$ cat src/rtl/bbc_pkg.sv
// shared types, codes and constants for the bracket balance checker
`timescale 1ns / 1ps

package bbc_pkg;

	// default nesting depth of the open-bracket stack
	localparam int DEFAULT_STACK_DEPTH = 64;

	// depth of the queue between front and back, and of the result queue
	localparam int OP_QUEUE_DEPTH  = 4;
	localparam int RES_QUEUE_DEPTH = 2;

	// bracket byte codes
	localparam logic [7:0] CHAR_ROUND_OPEN   = 8'h28;
	localparam logic [7:0] CHAR_ROUND_CLOSE  = 8'h29;
	localparam logic [7:0] CHAR_SQUARE_OPEN  = 8'h5b;
	localparam logic [7:0] CHAR_SQUARE_CLOSE = 8'h5d;
	localparam logic [7:0] CHAR_CURLY_OPEN   = 8'h7b;
	localparam logic [7:0] CHAR_CURLY_CLOSE  = 8'h7d;

	// bracket kind as kept on the stack
	typedef enum logic [1:0] {
		KIND_ROUND,
		KIND_SQUARE,
		KIND_CURLY
	} kind_t;

	// stack operation decided by the front
	typedef enum logic [1:0] {
		OP_NONE,
		OP_OPEN,
		OP_CLOSE
	} op_code_t;

	// classified byte handed from front to back
	typedef struct packed {
		op_code_t op;
		kind_t    kind;
		logic     last;
	} bbc_op_t;

	// one result transaction
	typedef struct packed {
		logic balanced;
		logic depth_overflow;
	} bbc_res_t;

endpackage

$ cat src/rtl/bbc_back.sv
// back end: open-bracket stack, sticky flags and result forming
`timescale 1ns / 1ps

module bbc_back #(
	parameter int STACK_DEPTH = bbc_pkg::DEFAULT_STACK_DEPTH
) (
	input  logic              clk,
	input  logic              arst_n,
	input  logic              op_valid,
	input  bbc_pkg::bbc_op_t  op_data,
	output logic              op_take,
	input  logic              res_full,
	output logic              res_wr,
	output bbc_pkg::bbc_res_t res_data
);
	import bbc_pkg::*;

	localparam int LW = $clog2(STACK_DEPTH + 1);
	localparam int AW = $clog2(STACK_DEPTH);

	// stack body; top_q mirrors entry level-1, below_s1 holds entry level-2
	kind_t         stack_mem [STACK_DEPTH];
	kind_t         top_q;
	kind_t         below_s1;
	logic [LW-1:0] level_q;
	logic          mismatch_q;
	logic          overflow_q;

	logic          go;
	logic          push_en;
	kind_t         top_nx;
	logic [LW-1:0] level_nx;
	logic          mismatch_nx;
	logic          overflow_nx;
	logic [LW-1:0] level_fin;
	logic [LW-1:0] level_rd;
	logic [AW-1:0] rd_addr;

	// a last byte waits for room in the result queue
	assign go      = op_valid && (!op_data.last || !res_full);
	assign op_take = go;

	// one stack operation
	always_comb begin
		push_en     = 1'b0;
		top_nx      = top_q;
		level_nx    = level_q;
		mismatch_nx = mismatch_q;
		overflow_nx = overflow_q;
		case (op_data.op)
			OP_OPEN: begin
				if (level_q < LW'(STACK_DEPTH)) begin
					push_en  = 1'b1;
					level_nx = level_q + 1'b1;
					top_nx   = op_data.kind;
				end else begin
					overflow_nx = 1'b1;
				end
			end
			OP_CLOSE: begin
				if (level_q == '0) begin
					mismatch_nx = 1'b1;
				end else begin
					level_nx = level_q - 1'b1;
					top_nx   = below_s1;
					if (top_q != op_data.kind) begin
						mismatch_nx = 1'b1;
					end
				end
			end
			default: begin
			end
		endcase
	end

	// level after this cycle, cleared at end of string
	always_comb begin
		if (!go) begin
			level_fin = level_q;
		end else if (op_data.last) begin
			level_fin = '0;
		end else begin
			level_fin = level_nx;
		end
	end

	// prefetch the entry under the next top
	assign level_rd = level_fin - LW'(2);
	assign rd_addr  = (level_fin < LW'(2)) ? '0 : level_rd[AW-1:0];

	// stack memory, one write and one registered read per cycle
	always_ff @(posedge clk) begin
		if (go && push_en) begin
			stack_mem[level_q[AW-1:0]] <= op_data.kind;
		end
		below_s1 <= stack_mem[rd_addr];
	end

	// top of stack cache
	always_ff @(posedge clk) begin
		if (go) begin
			top_q <= top_nx;
		end
	end

	// level and sticky flags
	always_ff @(posedge clk or negedge arst_n) begin
		if (!arst_n) begin
			level_q    <= '0;
			mismatch_q <= 1'b0;
			overflow_q <= 1'b0;
		end else if (go) begin
			level_q    <= level_fin;
			mismatch_q <= op_data.last ? 1'b0 : mismatch_nx;
			overflow_q <= op_data.last ? 1'b0 : overflow_nx;
		end
	end

	// result on the last byte
	assign res_wr                  = go && op_data.last;
	assign res_data.balanced       = !mismatch_nx && !overflow_nx && (level_nx == '0);
	assign res_data.depth_overflow = overflow_nx;

endmodule

$ cat config.mk
export PLATFORM = sky130hd
export DESIGN_NAME = bbc_back
export DESIGN_NICKNAME = d
export VERILOG_FILES = /design/src/rtl/bbc_pkg.sv /design/src/rtl/bbc_back.sv
export SDC_FILE = /design/constraint.sdc
export NUM_CORES = 1
export LEC_CHECK = 0
export BUFFER_PORTS_ARGS = -buffer_cell sky130_fd_sc_hd__buf_2
export CAP_MARGIN = 20
export CORE_UTILIZATION = 40
export CTS_CLUSTER_DIAMETER = 100
export DETAILED_ROUTE_END_ITERATION = 8
export PLACE_DENSITY = 0.62
export RECOVER_POWER = 50
export SETUP_SLACK_MARGIN = 0.1
export SYNTH_ARGS = -nofsm -noshare
export SYNTH_HDL_FRONTEND = slang
export SYNTH_SLANG_ARGS = --single-unit
$ cat constraint.sdc
create_clock -name clk -period 7.8 [get_ports clk]
set_clock_uncertainty 0.05 [all_clocks]
set_input_delay 1.17 -clock clk [delete_from_list [all_inputs] [get_ports clk]]
set_output_delay 1.17 -clock clk [all_outputs]
set_load 0.01 [all_outputs]
# --- Word level (Yosys, flattened, before mapping) ---
# Memory sizes are Yosys's and may differ from the RTL's. A register that Yosys moved wholly into a read port is not among the register bits.
# Cells that the tools add are included.
totals:
  inputBits: 9
  regBits: 11
  wordCells: 49
  mem_bits_rw: 128
  output_inout_bits: 4
  memories: 1
memory_table:
  columns: ["memory", "depth", "word_bits", "read_ports", "rd_ports_with_merged_regs", "write_ports", "line", "text"]
  rows:
  - ["stack_mem", 64, 2, 1, 1, 1, "bbc_back.sv:22", "kind_t stack_mem [STACK_DEPTH];"]
classes:
  muxes: 20
  reduce_logical: 14
  order_cmp: 2
  addsub: 3
  eq_ne: 5
ops:
  columns: ["operator", "count"]
  rows:
  - ["7-bit 2-to-1 mux", 4]
  - ["7-bit zero test", 2]
  - ["7-bit case mux with 2 select lines", 1]
  - ["1-bit 2-to-1 mux", 11]
  - ["7-bit by 1-bit adder with 7-bit output (second input constant)", 1]
  - ["7-bit by 2-bit < comparator with 1-bit output (second input constant)", 1]
  - ["7-bit < comparator (second input constant)", 1]
  - ["7-bit by 1-bit subtractor with 7-bit output (second input constant)", 1]
  - ["6-bit 2-to-1 mux", 1]
  - ["6-bit by 2-bit subtractor with 6-bit output (second input constant)", 1]
  - ["1-bit logical AND", 5]
  - ["1-bit zero test", 4]
  - ["2-bit 2-to-1 mux", 2]
  - ["2-bit inequality test (second input constant)", 2]
  - ["2-bit case mux with 2 select lines", 1]
  - ["4-bit AND reduction", 1]
  - ["2-bit by 1-bit equality test with 1-bit output (second input constant)", 1]
  - ["2-bit equality test (second input constant)", 1]
  - ["2-bit inequality test", 1]
  - ["2-bit nonzero test", 1]
  - ["1-bit logical OR", 1]

# --- Logic depth before layout (Yosys ltp) ---
depth:
  word_depth: 7
  ltp_mapped: 20
  depth_no_buf: 15

# --- Worst setup path before layout ---
# No wires, ideal clock.
synth_timing:
  path_kind: "input to register"
  startpoint: "in op_data[3] (netlist name)"
  endpoint: "reg below_s1[0] (read register of stack_mem)"
  cell_stages: 20
  setup_ns: 0.131
  slack_ns: 2.996
  required_time_ns: 7.619
  path_buffers: 6
  t_arrival_ns: 4.623
  cell_sequence: "inv_1 > ha_1 > clkbuf_1 > clkbuf_1 > inv_1 > o211ai_1 > o211ai_1 > a22o_1 > inv_2 > buf_2 > ha_1 > clkbuf_1 > inv_1 > clkbuf_1 > clkbuf_1 > o311ai_0 > o311ai_0 > o2111ai_1 > a32oi_1 > o32ai_1"
synth_via:
  elab_chain_cells: 6
  elab_cells_between_ends: 8
  classes_between: "add/sub: 1; order compare: 1; eq/ne: 2; mux: 4"
synth_lines:
  columns: ["element", "line", "text"]
  rows:
  - ["start, declared", "bbc_back.sv:10", "input bbc_pkg::bbc_op_t op_data,"]
  - ["2-bit equality test or 2-bit by 1-bit equality test with 1-bit output (tied branches)", "bbc_back.sv:50", "case (op_data.op)"]
  - ["7-bit case mux with 2 select lines *", "bbc_back.sv:50", null]
  - ["7-bit 2-to-1 mux *", "bbc_back.sv:80", "end else if (op_data.last) begin"]
  - ["7-bit 2-to-1 mux *", "bbc_back.sv:78", "if (!go) begin"]
  - ["6-bit by 2-bit subtractor with 6-bit output or 7-bit by 2-bit < comparator with 1-bit output (tied branches)", "bbc_back.sv:88, bbc_back.sv:89", null]
  - ["6-bit 2-to-1 mux *", "bbc_back.sv:89", "assign rd_addr = (level_fin < LW'(2)) ? '0 : level_rd[AW-1:0];"]
  - ["end, declared", "bbc_back.sv:24", "kind_t below_s1;"]
# Mark *: on every way between the ends. The rest lies on a longest branch, timed or not.
# A chain may end at the register's enable or synchronous reset.

==> flow_metrics.py <==
metrics = {
    "status": {
        "outcome": "finished, violations left",
        "violations": "capacitance limit, slew limit",
    },
    "power": {
        "ir_drop_uv": 227,
        "p_leak_nw": 2.63,
        "powerDensity_nw_per_um2": 323,
        "fin_total_pwr_w": 0.00257,
    },
    "logic_synthesis": {
        "synth_cell_types": 90,
        "synth.top_cell.area_share_pct": 54.1,
        "synth_common_cells": "edfxtp_1, nor2_1, nand2_1",
        "synth_edf_count": 130,
        "synth_area_leaders": "edfxtp_1, nor2_1, dfrtp_1",
        "yosysMostFrequentCell": "edfxtp_1",
        "synth_area_um2": 7210,
        "avgSynthCellArea_um2": 11.8,
        "synth_ff_type": "edfxtp_1",
        "synth_nets": 628,
        "synth-seq-area-share_pct": 57.8,
        "async_flop_share_pct": 6.38,
        "ys_ff_latch": 141,
        "synth_top_area_cell": "edfxtp_1",
        "synthCells": 613,
        "ys_warn_count": 0,
    },
    "setup_path": {
        "cp.depth": 8,
        "crit_top_cell": "buf_2",
        "r2r.worst_path.cells": 15,
        "cp_max_fo": 66,
        "r2r_slack_ns": 2.88,
        "worstPathCellList": "buf_2 -> clkbuf_1 -> xnor2_1 -> nand3_1 -> a21oi_1 -> nand4_1 -> nor3_1 -> buf_2",
        "crit_family": "buffers and inverters",
        "arrival_ns": 4.37,
        "end_kind": "output pin",
        "cp_slowest_stage_delay_ns": 1.98,
        "startpoint_type": "input pin",
        "critPathKind": "in2out",
        "crit_buf_inv": 3,
        "worst_ep_required_time_ns": 6.58,
        "cpMaxStageDelayCell": "clkbuf_1",
    },
    "timing": {
        "setup_viol": 0,
        "final.setup.tns_ns": 0,
        "fmax_mhz": 179,
        "maxSlewHeadroom_pct": -87.9,
        "min_period_over_period_pct": 71.6,
        "slew_viol_final": 134,
        "rsz0062_at_grt": "no",
        "fin_crit_ns": 5.59,
        "worst_slew_pin_slew_ns": 2.82,
        "setup_slack_ns": 2.21,
        "finalHoldViolations": 0,
    },
    "drt": {
        "drtIter0Drc": 732,
        "drc_errors": 0,
        "via_per_inst": 6.14,
        "via_count": 5187,
        "antenna_left": 0,
        "wirelength_mm": 18.5,
        "first_pass_iters": 5,
        "wl_per_cell_um": 21.9,
    },
    "clocking": {
        "cts_setup_buffers": 0,
        "cts_tree": "done",
        "cts_max_path_buffers": 2,
        "clkLatencyLatePin_ns": 0.43,
        "clk_pin_slew_ns": 0.06,
        "cts_resized": 0,
        "cts_root_buf": "clkbuf_16",
        "numCtsBuffers": 17,
        "cts_hold_buffers": 0,
        "clkSinkCount": 141,
        "htreeDepth": 4,
    },
    "place": {
        "place.gp.congestion": 0.906,
        "portBuffers": 12,
        "post-dp-hpwl_mm": 11.8,
        "place_area_um2": 7360,
        "place_ws_ns": 2.20,
    },
    "layout": {
        "multi_input_area_um2": 2740,
        "drive_gt1_share_pct": 14.4,
        "finalInstanceArea_um2": 7950,
        "diodes": 0,
        "fill_cells": 1598,
        "seqCellArea_um2": 4170,
        "fin_nets": 622,
        "syn_to_final_growth_pct": 10.1,
    },
    "global_routing": {
        "grt_pass1_vias": 5058,
        "grtUsageTotal_pct": 21.4,
        "grt.overflow.total": 0,
        "top_usage_layer": "met2",
        "antenna_found_initial": 0,
        "grt_pass1_wl_mm": 29.2,
        "use_met3_pct": 4.96,
        "grt_start_max_net_pins": 67,
        "use_met1_pct": 28.5,
        "grt_use_met2_pct": 33.4,
    },
    "floorplan": {
        "dieArea_um2": 18600,
        "io_pins": 13,
        "fp.dieH_um": 136,
        "start_util_pct": 41.3,
        "rows": 48,
        "coreArea_um2": 17500,
        "die_w_um": 136,
    },
    "flow_run": {
        "maxCapViolCount": 2,
    },
    "min_path": {
        "hold_class": "reg2reg",
        "worst_hold_path.num_cells": 2,
    },
}
[final timing paths]
check | startpoint | to
setup reg to reg | level_q[0]$_DFFE_PN0P_ | below_s1[1]$_DFF_P_
max in group asynchronous | arst_n | level_q[4]$_DFFE_PN0P_
hold reg to reg | mismatch_q$_DFFE_PN0P_ | mismatch_q$_DFFE_PN0P_
hold / removal | mismatch_q$_DFFE_PN0P_ | mismatch_q$_DFFE_PN0P_
min in group asynchronous | arst_n | overflow_q$_DFFE_PN0P_
setup / recovery | op_data[1] | res_data[1]
[registers in the layout, indices dropped and copies added, names as in the netlist]
signal	cells
below_s1	2
level_q	7
stack_mem	128
overflow_q	1
mismatch_q	1
top_q	2
[cells in the final DEF, fill, tap and decap left out, types with 6 or more instances in the layout]
cell,count
nor2_1,83
mux2i_1,14
or3_1,11
mux2_2,12
clkbuf_16,17
a31oi_1,9
nand2b_1,7
nor2b_1,6
nor3_1,11
edfxtp_1,130
ha_1,6
o311ai_0,6
nand2_1,47
o21ai_0,22
buf_2,10
inv_1,14
nand3_1,26
a21oi_1,32
dfrtp_1,9
[cell families (layout without fill, tap and decap cells)]
logic type	after synthesis	in the layout	share of synthesized area [%]
AOI/OAI and AO/OA	147	147	15.8
xor gates and xnor gates	4	4	0.486
adders and majority gates	6	6	1.04
buffers and inverters	59	66	4.25
DFF	141	141	57.8
muxes	30	30	5.06
and+or+nand+nor	226	226	15.6
[per-stage QoR]
stage	std cells	utilization, %	hold WS [ns]
after detailed placement	813	42.1	0.489
after floorplan	613	-	0.434
after global routing	845	45.5	0.545
after global placement	813	42.1	0.482
final	845	45.5	0.499
after CTS	845	45.5	0.503
[final cells by class]
cell class / instances / area share, %
clock inverters: 14 / 2.09
flip-flops and latches: 141 / 52.5
well taps: 225 / 3.54
repair buffers: 16 / 1.01
clock buffers: 18 / 5.40
inverters: 18 / 0.945
multi-input cells: 413 / 34.5
[worst register-to-register path, stage by stage, from the launching register on]
cell      delay, ns
dfrtp_1        0.54
inv_1          0.25
ha_1           0.28
nor2b_1        0.35
nand4_1        0.17
o211ai_1       0.19
a22o_1         0.54
inv_2          0.28
ha_1           0.37
inv_1          0.63
nor2_1         0.17
a32oi_1        0.27
nor3_1         0.09
o41ai_2        0.38
o32ai_1        0.14
o22ai_1        0.16
[where the power goes]
| group | internal [W] | switching [W] |
|---|---|---|
| Combinational | 0.000306 | 0.000539 |
| Clock | 0.000502 | 0.000311 |
| Sequential | 0.000847 | 0.0000616 |
[per-layer routing]
layer  vias up  part of all wire, %
li1       2342                    -
met1      2557                   43
met2       249                   47
met3        39                  7.5
met4         0                  2.5
met5         -                    0
Note: power is estimated with default switching activity, not from simulation.
